[config.mk]
export PLATFORM = sky130hd
export DESIGN_NAME = ils_cell
export DESIGN_NICKNAME = d
export VERILOG_FILES = /design/src/rtl/indexed_list_store_unit_defines.svh /design/src/rtl/ils_pkg.sv /design/src/rtl/ils_cell.sv
export SDC_FILE = /design/constraint.sdc
export NUM_CORES = 1
export LEC_CHECK = 0
export CELL_PAD_IN_SITES_DETAIL_PLACEMENT = 2
export CELL_PAD_IN_SITES_GLOBAL_PLACEMENT = 2
export CORE_UTILIZATION = 30
export CTS_CLUSTER_SIZE = 20
export DETAILED_ROUTE_END_ITERATION = 6
export DONT_BUFFER_PORTS = 1
export MAX_ROUTING_LAYER = met4
export PLACE_DENSITY_LB_ADDON = 0.1
export SLEW_MARGIN = 20
export SYNTH_ARGS = -nofsm -noshare
export SYNTH_HDL_FRONTEND = slang
export SYNTH_SLANG_ARGS = --single-unit
[constraint.sdc]
create_clock -name aclk -period 1.9 [get_ports aclk]
set_input_delay 0.38 -clock aclk [delete_from_list [all_inputs] [get_ports aclk]]
set_output_delay 0.38 -clock aclk [all_outputs]
set_load 0.02 [all_outputs]
[src/rtl/indexed_list_store_unit_defines.svh]
// ----------------------------------------------------------------------------
// Indexed list store assertion macros
// Shared concurrent assertion forms, clocked on aclk and idle during reset.
// ----------------------------------------------------------------------------
`ifndef INDEXED_LIST_STORE_UNIT_DEFINES_SVH
`define INDEXED_LIST_STORE_UNIT_DEFINES_SVH

// Same-cycle implication.
`define ILS_ASSERT_SAME(label, ante, cons) \
    label: assert property (@(posedge aclk) disable iff (!aresetn) (ante) |-> (cons)) \
        else $error("indexed list store: same-cycle check failed");

// Next-cycle implication.
`define ILS_ASSERT_NEXT(label, ante, cons) \
    label: assert property (@(posedge aclk) disable iff (!aresetn) (ante) |=> (cons)) \
        else $error("indexed list store: next-cycle check failed");

`endif

[src/rtl/ils_pkg.sv]
`timescale 1ns / 1ps
// ----------------------------------------------------------------------------
// Indexed list store package
// Command and status codes, and the control word broadcast to every cell.
// ----------------------------------------------------------------------------
package ils_pkg;

    localparam int unsigned DATA_W   = 32;
    localparam int unsigned CMD_W    = 3;
    localparam int unsigned POSIN_W  = 8;
    localparam int unsigned STATUS_W = 2;
    localparam int unsigned COUNT_W  = 8;

    typedef enum logic [CMD_W-1:0] {
        CMD_GET      = 3'd0,
        CMD_ADD_HEAD = 3'd1,
        CMD_ADD_TAIL = 3'd2,
        CMD_INSERT   = 3'd3,
        CMD_DELETE   = 3'd4
    } cmd_t;

    typedef enum logic [STATUS_W-1:0] {
        ST_DONE    = 2'd0,
        ST_IGNORED = 2'd1,
        ST_FULL    = 2'd2
    } status_t;

    // What each cell does with its entry this cycle.
    typedef enum logic [1:0] {
        CELL_HOLD   = 2'd0,
        CELL_INSERT = 2'd1,
        CELL_DELETE = 2'd2
    } cell_op_t;

    typedef struct packed {
        cell_op_t          op;
        logic [DATA_W-1:0] value;
    } cell_ctrl_t;

endpackage

[src/rtl/ils_cell.sv]
`timescale 1ns / 1ps
// ----------------------------------------------------------------------------
// Indexed list store cell
// Holds one list entry; shifts from its left or right neighbor on insert
// and delete, and offers its entry on the read bus when addressed.
// ----------------------------------------------------------------------------
module ils_cell #(
    parameter int unsigned INDEX = 0,
    parameter int unsigned POS_W = 8
) (
    input  logic                       aclk,
    input  ils_pkg::cell_ctrl_t        ctrl,
    input  logic [POS_W-1:0]           pos,
    input  logic [ils_pkg::DATA_W-1:0] left_data,
    input  logic [ils_pkg::DATA_W-1:0] right_data,
    output logic [ils_pkg::DATA_W-1:0] entry_data,
    output logic [ils_pkg::DATA_W-1:0] read_data
);

    localparam logic [POS_W-1:0] MY_INDEX = POS_W'(INDEX);

    logic [ils_pkg::DATA_W-1:0] entry_reg;
    logic [ils_pkg::DATA_W-1:0] entry_next;

    always_comb begin
        entry_next = entry_reg;
        case (ctrl.op)
            ils_pkg::CELL_INSERT: begin
                // Cells above the insert point take their lower neighbor.
                if (MY_INDEX > pos) begin
                    entry_next = left_data;
                end else if (MY_INDEX == pos) begin
                    entry_next = ctrl.value;
                end
            end
            ils_pkg::CELL_DELETE: begin
                if (MY_INDEX >= pos) begin
                    entry_next = right_data;
                end
            end
            default: begin
                entry_next = entry_reg;
            end
        endcase
    end

    always_ff @(posedge aclk) begin
        entry_reg <= entry_next;
    end

    assign entry_data = entry_reg;
    assign read_data  = (MY_INDEX == pos) ? entry_reg : '0;

endmodule

[Word level (Yosys, flattened, before mapping)]
Index checks and enable logic that the tools add are counted.
Word-level totals
  bits of input ports: 107
  output and inout bits: 64
  bits in registers: 32
  word-level logic and storage cells: 15
Cells by class
  multiplexer cells: 5
  order comparisons: 2
  eq/ne operators: 4
  reduce and logical (&&, ||, !) cells: 3
Operators by type and width (count)
  $mux 32: 4
  $pmux 32 s2: 1
  $ge 1x8->1 const A: 1
  $gt 1x8->1 const A: 1
  $logic_not 8->1: 1
  $ne 3x3->1 const B: 1
  $reduce_and 3->1: 1
  $eq 2x1->1 const B: 1
  $eq 2x2->1 const B: 1
  $ne 2x2->1 const B: 1
  $reduce_bool 2->1: 1

[Depth between registers and ports, before layout]
Gate-level depths: netlist (run 1).
  word-level depth: 4
  depth in mapped cells: 6
  gate-level depth less buffers: 4

[Worst setup path before layout (run 1)]
No wires, ideal clock.
  path type: input to register
  start: in pos[3]
  end: reg entry_reg (netlist bit entry_data[0]) (enable)
  data required time: 1.523 ns
  buffers on the path: 0
  stages: 3
  data arrival time: 1.658 ns
  setup slack: -0.135 ns
  library setup time: 0.377 ns
  cells stage by stage: or4_4 > nor2_4 > o21ba_2
On the way
  word-level cells in the longest chain between the ends: 3
  elaborated cells on any way between the ends: 6
  classes of those cells: order compare: 2; eq/ne: 2; reduce/logical: 2
Ends and longest elaborated chain
  start: declaration: line ils_cell.sv:13  | input logic [POS_W-1:0] pos,
  $gt 1x8->1 (tied with other cells): line ils_cell.sv:30  | if (MY_INDEX > pos) begin
  $ne 3x3->1 (no source line) or $ne 2x2->1 (tied branches)
  $reduce_and 3->1 (no source line) (*)
  end signal: assignment: line ils_cell.sv:48  | entry_reg <= entry_next;
  end: declaration: line ils_cell.sv:22  | logic [ils_pkg::DATA_W-1:0] entry_reg;
Every way passes the cells marked *; elsewhere a longest branch is shown, timed or not.
A chain may end at the register's enable or synchronous reset.

[Worst setup path in the final report (run 1)]
  start: in pos[3]
  end: out read_data[4] in the netlist's numbering
On the way
  word-level cells in the longest chain between the ends: 2
Ends and longest elaborated chain
  $logic_not 8->1: line ils_cell.sv:52  | assign read_data = (MY_INDEX == pos) ? entry_reg : '0;
  $mux 32: line ils_cell.sv:52
  end: declaration: line ils_cell.sv:17  | output logic [ils_pkg::DATA_W-1:0] read_data
No other way between the ends.

==> impl_results.md, run 1 <==
- Run status: finished clean
- DP Worst Slack: -45.0 ps
- Hold EP: entry_data[25]
- Via count: between 900 and 1000
- Syn Std Cell Area: ~1700 um^2
- Tightest Pin Transition: 253 ps
- Sequential share of the synthesized area: 57.3%
- CP endpoint kind: output pin
- Fin. Hold Viols: 0
- Detailed placer's ending HPWL: between 2 and 3 mm
- Antenna violations before repair: 0
- Maximum clock rate: 532 MHz
- First-pass GRT wire length: 5.62 mm
- Routability-driven placement congestion ratio: around 0.66
- Slew headroom: 83.1%
- Type of origin of the critical path: input port
- All-Layer GR Usage: approximately an eighth
- Die H: roughly 77 um
- CP required: 1520 ps
- Num ports: about 170
- Final design area excluding fillers: 1940 um^2
- Port Buffers: 0
- Power per cell area: about 940 nW/um^2
- Largest net degree at the start of global routing: 27
- CTS tree: built
- Setup Crit Path Kind: input port to output pin
- Core area: 5240 um^2
- Tcrit/Tclk final: 98.8%
- CTS Hold Bufs: 0
- DRC errors left: 0
- Post-CTS Setup Repair Bufs: 0
- Mapped Cells: ~110
- H-tree depth: 2
- CTS root buffer: clkbuf_8
- Effective utilization at floorplan: 32.0%
- DIE AREA: 5900 um^2
- TritonCTS buffer count: 5
- Placement Rows: 26
- YS warnings: 0
- Clock period minus worst slack: 1880 ps
- Crit path DAT: 1500 ps
- Mean Syn Cell Area: 15.0 um^2
- DR pass1 iterations: 3
- Routed WL: 3.77 mm
- Yosys cell types: 13
- Final WS setup: approximately 22 ps
- Max Slew Vio Count: 0
- RSZ-0062 raised after global routing: yes
- Remaining antenna violation count: 0
- Nets: approximately 230
- WL/cell: 19.9 um
- Vias in the first global route: 1084
- HP Class: input port to flip-flop
- Max FO, Critical Path: 26
- Syn nets: 221
- Clock sink total: 32
- Initial DRC count: 36
- Area growth syn-to-layout: 15.4%
- Grt ovf: 0
- Ant. Diodes: 0
- Hold-critical path depth: 1
- VDD IR max: 0.000335 V
- Bufs on Longest Clock Path: 2
- End-of-flow core utilization: 37.0%
- Chip width: 76.8 um
- Placed cell area: 1810 um^2
- Share of layout cells above drive strength 1: 64.7%
- Vias per cell: 4.96
- Reg clk slew, reported paths: around 70 ps
- Max-Cap Viols: 0
- Max reg flops: 32
- Leakage power: around 0.7 nW
- Commonest cells after routing, fill and taps aside: mux2_2 (32), edfxtp_1 (32), and2_2 (26), clkbuf_8 (5)
- Setup-violating endpoint count in the final report: 0
- Hold Crit Start: ctrl[25]
- Synthesis-stage register bit count: 32
## power breakdown
part / leakage (nW) / internal (W) / switching (W)
sequential: 0.302 / 0.000890 / 0.000153
combinational: 0.323 / 0.0000779 / 0.0000625
clock: 0.0552 / 0.000389 / 0.000241
## routing by layer
layer  vias up  track usage [%]  share of wire, %
met4         0             5.19               1.2
met3         6             7.02                12
met1       447             12.2                35
met2        76             23.1                52
li1        409                -                 -
met5         -                -                 0
## worst max path at each step
| stage | start | end | cells past startpoint |
|---|---|---|---|
| 6_report | pos[3] | read_data[4] | 4 |
| 5_1_grt | pos[3] | read_data[4] | 4 |
| 4_1_cts | pos[7] | read_data[3] | 4 |
| 3_5_place_dp | pos[3] | read_data[3] | 4 |
| 3_3_place_gp | pos[3] | read_data[3] | 4 |
| 2_1_floorplan | pos[3] | entry_data[0] | 3 |
## synth_stat cells
library cell,n,area [um^2]
and2_1,13,81.3
and2_2,19,143
buf_2,3,15.0
buf_6,3,33.8
clkbuf_1,1,3.75
edfxtp_1,32,961
ha_1,2,25.0
inv_1,2,7.51
mux2_2,32,360
nor2_1,1,3.75
nor2_4,1,11.3
o21ba_2,1,10.0
or4_4,2,22.5
## cell families (layout without fill, tap and decap cells)
logic type	count (synthesis)	count (layout)	share of synthesized area [%]
muxes	32	32	21.5
buffers and inverters	9	16	3.58
AOI/OAI and AO/OA	1	1	0.597
DFF	32	32	57.3
adders and majority gates	2	2	1.49
and+or+nand+nor	36	36	15.6
## through the flow
step | instances | setup TNS (ps) | hold WS [ps] | power, W
finish | 189 | 0 | 314 | 0.00181
global route | 189 | -360 | 295 | 0.00189
CTS | 189 | 0 | 301 | 0.00185
detailed placement | 181 | -310 | 603 | 0.00121
global placement | 181 | -136 | 601 | 0.00120
floorplan | 112 | 0 | 600 | 0.00114
## worst max-delay path: stages
cell    delay (ps)
or4_4          530
nor2_4         180
buf_12         180
and2_2         220
## area by class of cell
| class | count | area, um^2 |
|---|---|---|
| clock buffers | 6 | 72.6 |
| clock inverters | 2 | 35.0 |
| fillers | 524 | 3300 |
| inverters | 2 | 7.51 |
| multi-input cells | 71 | 677 |
| flip-flops and latches | 32 | 961 |
| well taps | 70 | 87.6 |
| repair buffers | 6 | 95.1 |
## timing repair
item | 4_1_cts | 5_1_grt
pin swaps | 1 | 1
resized for setup | 10 | 1
endpoints found under the hold margin | 0 | 0
endpoints found under the setup margin | 12 | 26
(Power assumes the default switching activity.)
==> run 2: changes to the inputs <==
ABC_AREA = 1   (was not set)
BUFFER_PORTS_ARGS = -buffer_cell sky130_fd_sc_hd__buf_2   (was not set)
CORE_UTILIZATION = 20   (was 30)
DONT_BUFFER_PORTS = not set   (was 1)
==> run 2 against run 1 <==
Synthesized cell count increased by 7.1%; critical path depth up 2; clock-buffer cell count unchanged; wire length is 58% higher; sequential share of layout area is 17 points lower; sequential power is 12% lower; critical endpoint is now read_data[27].
==> impl_results.md, run 2 <==
- Routability-driven placement congestion ratio: ~0.61
- Cell internal pwr: 0.00138 W
- Ranking of synthesized cells by area: edfxtp_1 (48%), mux2_4 (22%), nor3b_2 (19%)
- Share of layout cells above drive strength 1: 83.0%
- Worst path max stage delay: 230 ps
- Hold Crit Start: ctrl[27]
- TritonCTS buffer count: 5
- YS warnings: 0
- Chip width: 102 um
- Tcrit/Tclk final: roughly 91%
- Ant. Diodes: 0
- CTS Hold Bufs: 0
- Port Buffers: 138
- CTS root buffer: clkbuf_8
- Max FO, Critical Path: 13
- Hold EP: entry_data[27]
- H-tree depth: 2
- VDD IR max: 0.000208 V
- Max-Cap Viols: 0
- HP Class: input port to flip-flop
- Post-CTS Resized: 0
- Final design area excluding fillers: 2970 um^2
- Top FF cell, synth: edfxtp_1
- Leakage power: 1.32 nW
- Vias per cell: 3.96
- Power per cell area: 649 nW/um^2
- Yosys cell types: 10
- Vias in the first global route: 1619
- Async SR Flop Fraction: 0%
- Setup-violating endpoint count in the final report: 0
- Remaining antenna violation count: 0
- Mean Syn Cell Area: 16.7 um^2
- Placement Rows: 36
- Crit path DAT: between 1000 and 1500 ps
- Fin. Hold Viols: 0
- Die H: a little over 100 um
- Core area: between 9000 and 10000 um^2
- CP endpoint kind: output pin
- All-Layer GR Usage: 11.7%
- Max Slew Vio Count: 0
- Nets: 373
- Comb pwr share: 26.3%
- DR pass1 iterations: 3
- Grt ovf: 0
- Initial DRC count: 8
- TNS Setup: 0 ps
- Type of origin of the critical path: input port
- Antenna violations before repair: 0
- Area growth syn-to-layout: 47.9%
- Sw Ratio: 28.4%
- CTS tree: built
- Effective utilization at floorplan: 20.5%
- Setup Crit Path Kind: input port to output pin
- DRC errors left: 0
- Sequential share of power: 47.4%
- Detailed placer's ending HPWL: 4.70 mm
- Run status: finished clean
- Commonest non-fill, non-tap cell in the layout: buf_2
- Bufs on Longest Clock Path: 2
- Largest net degree at the start of global routing: 34
- First-pass GRT wire length: between 8 and 9 mm
- Clock period minus worst slack: ~1700 ps
- Mapped Cells: 120
- Via count: approximately 1600
- Reg clk slew, reported paths: 70 ps
- Syn Std Cell Area: 2010 um^2
- Synth top area share: 47.9%
- Sequential share of the synthesized area: a little under half
- Commonest cells in the netlist: edfxtp_1 (32), nor3b_2 (30), mux2_4 (29)
- EDFF count, synth: 32
- Slew headroom: 83.8%
- Leading area contributor after synthesis: edfxtp_1
- WL/cell: ~15 um
- Maximum clock rate: around 580 MHz
- CP required: 1520 ps
- Crit-path cells: buf_2, nor2_1, nand2_2, buf_4, nor3b_2, buf_2
- Max reg flops: 32
- Most common cell on crit path: buf_2
- Tightest Pin Transition: 244 ps
- Post-CTS Setup Repair Bufs: 0
- Commonest cells after routing, fill and taps aside: buf_2 (138), edfxtp_1 (32), nor3b_2 (30), mux2_4 (29), nor2_1 (7)
- Hold-critical path depth: 2
- DIE AREA: 10400 um^2
- Clock power share: between 20% and 30%
- Most common cell in the netlist: edfxtp_1
- Synthesis-stage register bit count: 32
- Clock sink total: 32
- RSZ-0062 raised after global routing: no
- Routed WL: 5.95 mm
- CP max-delay cell: buf_4
- Placed cell area: 2890 um^2
- Syn nets: approximately 230
- Switching power: 0.000547 W
- Num ports: 171
-- run 2: changes by cell type after synthesis, moves of 2 or more --
cell,before,now
and2_1,13,0
mux2_2,32,3
buf_2,3,0
nor2_1,1,8
buf_6,3,10
nor3b_2,0,30
nand2_2,0,2
nor3b_1,0,2
or4_4,2,0
mux2_4,0,29
and2_2,19,0
-- run 2: logic make-up (layout without fill, tap and decap cells) --
group / count (synthesis) / in the layout / share of synthesized area, %
mux: 32 / 32 / 23.4
simple gates: 42 / 42 / 21.6
flops: 32 / 32 / 47.9
buf+inv: 12 / 156 / 5.98
fa+ha+maj: 2 / 2 / 1.25
-- run 2: area by class of cell --
class / instances / area (um^2)
multi-input cells: 76 / 937
repair buffers: 147 / 821
fillers: 1099 / 6800
well taps: 133 / 166
clock buffers: 6 / 72.6
flip-flops and latches: 32 / 961
inverters: 2 / 7.51
clock inverters: 1 / 5.00
-- run 2: worst max path at each step --
| stage | startpoint | to | slack (ps) | cells after the start |
|---|---|---|---|---|
| after detailed placement | pos[3] | entry_data[9] | 120 | 8 |
| after CTS | pos[2] | read_data[30] | 150 | 6 |
| final | pos[2] | read_data[27] | 170 | 6 |
| after floorplan | ctrl[32] | entry_data[0] | 0.5 | 7 |
| after global placement | pos[2] | read_data[24] | 140 | 6 |
| after global routing | pos[2] | read_data[30] | 90 | 6 |
-- run 2: layer usage --
layer	vias to the layer above	wire [um]	share of wire (%)	GRT usage, %
met5	-	0	0	-
met2	75	3020	51	19.9
met1	761	2470	42	13.8
met4	0	33	0.55	2.97
li1	732	-	-	-
met3	5	424	7.1	2.94
-- run 2: power by group through the flow --
stage	sequential, W	clock [W]	combinational [W]
floorplan	0.00104	0	0.000189
global placement	0.000927	0	0.000512
detailed placement	0.000932	0	0.000517
CTS	0.000916	0.000537	0.000518
global route	0.000928	0.000569	0.000540
finish	0.000914	0.000507	0.000507
-- run 2: critical path: cells and delay by family --
kind                   cells  cell delay (ps)
and+or+nand+nor            3              460
buffers and inverters      3              520
-- run 2: stage by stage --
| stage | setup slack (ps) | hold slack [ps] | util [%] | total power [W] | instances |
|---|---|---|---|---|---|
| finish | 165 | 394 | 30.4 | 0.00193 | 397 |
| global route | 91.2 | 379 | 30.4 | 0.00204 | 397 |
| CTS | 152 | 385 | 30.4 | 0.00197 | 397 |
| detailed placement | 125 | 684 | 29.6 | 0.00145 | 390 |
| global placement | 140 | 681 | 29.6 | 0.00144 | 390 |
| floorplan | 0.468 | 597 | - | 0.00123 | 120 |
==> run 3: changes to the inputs <==
GPL_TIMING_DRIVEN = 0   (was not set)
==> run 3 against run 2 <==
Global-route usage up 0.71 points; clock-buffer cell count unchanged; combinational power down 2%; critical endpoint is now read_data[23]; cell count increased by 0.50%; die area unchanged.
==> impl_results.md, run 3 (same netlist as run 2, synthesis figures left out) <==
- WL/cell: about 16 um
- Initial DRC count: 19
- Bufs on Longest Clock Path: 2
- Power per cell area: 650 nW/um^2
- Maximum clock rate: 559 MHz
- Most common cell on crit path: buf_2
- Setup Crit Path Kind: input port to output pin
- Max-Cap Viols: 0
- Final design area excluding fillers: 2960 um^2
- VDD IR max: roughly 0.00020 V
- Tightest Pin Transition: about 550 ps
- Grt ovf: 0
- Effective utilization at floorplan: a little over 20%
- Num ports: about 170
- DRC errors left: 0
- Port Buffers: approximately 140
- Nets: 375
- DR pass1 iterations: 4
- End-of-flow core utilization: between 30 and 40%
- Largest net degree at the start of global routing: 17
- Final hold slack: 388 ps
- HP Class: input port to flip-flop
- CTS Hold Bufs: 0
- Max reg flops: 32
- Remaining antenna violation count: 0
- All-Layer GR Usage: 12.4%
- Clock period minus worst slack: 1790 ps
- Commonest cells after routing, fill and taps aside: buf_2 (138), edfxtp_1 (32), nor3b_2 (30), mux2_4 (29), buf_6 (10)
- First-pass GRT wire length: slightly above 9 mm
- Crit path DAT: ~1400 ps
- CP max-delay cell: buf_6
- Cell count after placement: 391
- CP endpoint kind: output pin
- Placed cell area: 2870 um^2
- TritonCTS buffer count: 5
- Core area: approximately 10000 um^2
- RSZ-0062 raised after global routing: no
- Reg clk slew, reported paths: 70 ps
- Crit-path cells: buf_2, nor2_1, nand2_2, buf_6, nor3b_2, buf_2
- Vias per cell: 3.93
- Detailed placer's ending HPWL: 4.77 mm
- Ant. Diodes: 0
- Area growth syn-to-layout: 47.5%
- Placement Rows: 36
- Clock sink total: 32
- Leakage power: 1.32 nW
- Type of origin of the critical path: input port
- Non-Filler Instances: 399
- Tcrit/Tclk final: 94.2%
- Vias in the first global route: between 1500 and 2000
- Worst path max stage delay: 200 ps
- Max Slew Vio Count: 0
- Max FO, Critical Path: 10
- Commonest non-fill, non-tap cell in the layout: buf_2
- CTS root buffer: clkbuf_8
- CP required: 1520 ps
- Routed WL: between 6 and 7 mm
- Setup-violating endpoint count in the final report: 0
- Routability-driven placement congestion ratio: 0.699
- Run status: finished clean
- Chip width: slightly above 100 um
- Die H: 102 um
- Antenna violations before repair: 0
- Slew headroom: 63.4%
- Fin. Hold Viols: 0
- Share of layout cells above drive strength 1: 82.7%
- Via count: approximately 1600
- H-tree depth: 2
- CTS tree: built
- DIE AREA: about 10000 um^2
[run 3: power by group]
| part | total (W) | switching (W) | internal (W) | leakage, nW |
|---|---|---|---|---|
| Sequential | 0.000918 | 0.0000344 | 0.000884 | 0.302 |
| Clock | 0.000513 | 0.000264 | 0.000249 | 0.0410 |
| Combinational | 0.000495 | 0.000260 | 0.000235 | 0.981 |
| Total | 0.00193 | 0.000558 | 0.00137 | 1.32 |
[run 3: repair_timing]
action,4_1_cts,5_1_grt
gates resized for setup,1,0
setup endpoints to repair,32,0
setup buffers,0,0
[run 3: final timing paths]
| path | endpoint | cells after the start | from | slack [ps] |
|---|---|---|---|---|
| worst max-delay path | read_data[23] | 6 | pos[2] | 110 |
| worst min-delay path | entry_data[11] | 2 | right_data[11] | 390 |
[run 3: metal layers]
layer  track usage, %  part of all wire (%)  vias to the layer above
met5                -                     0                        -
met4             3.63                   1.0                        0
met3             3.35                   7.6                        7
met2             20.6                    49                       79
met1             14.7                    42                      745
li1                 -                     -                      737
[run 3: through the flow]
stage | worst slack [ps] | TNS, ps | total power, W
after floorplan | 0.468 | 0 | 0.00123
after global placement | -491 | -15650 | 0.00142
after detailed placement | -473 | -15090 | 0.00143
after CTS | 110 | 0 | 0.00197
after global routing | 25.8 | 0 | 0.00204
final | 110 | 0 | 0.00193
[run 3: worst max-delay path, delay by kind of cell]
family | cells | cell delay (ps)
buffers and inverters | 3 | 490
AND/OR/NAND/NOR | 3 | 540
[run 3: cell type report]
class,instances,area [um^2]
Timing Repair Buffer,138,691
Inverter,2,7.51
Buffer,10,113
Clock buffer,6,72.6
Sequential cell,32,961
Fill cell,1096,6810
Clock inverter,1,5.00
Tap cell,133,166
Multi-Input combinational cell,77,946
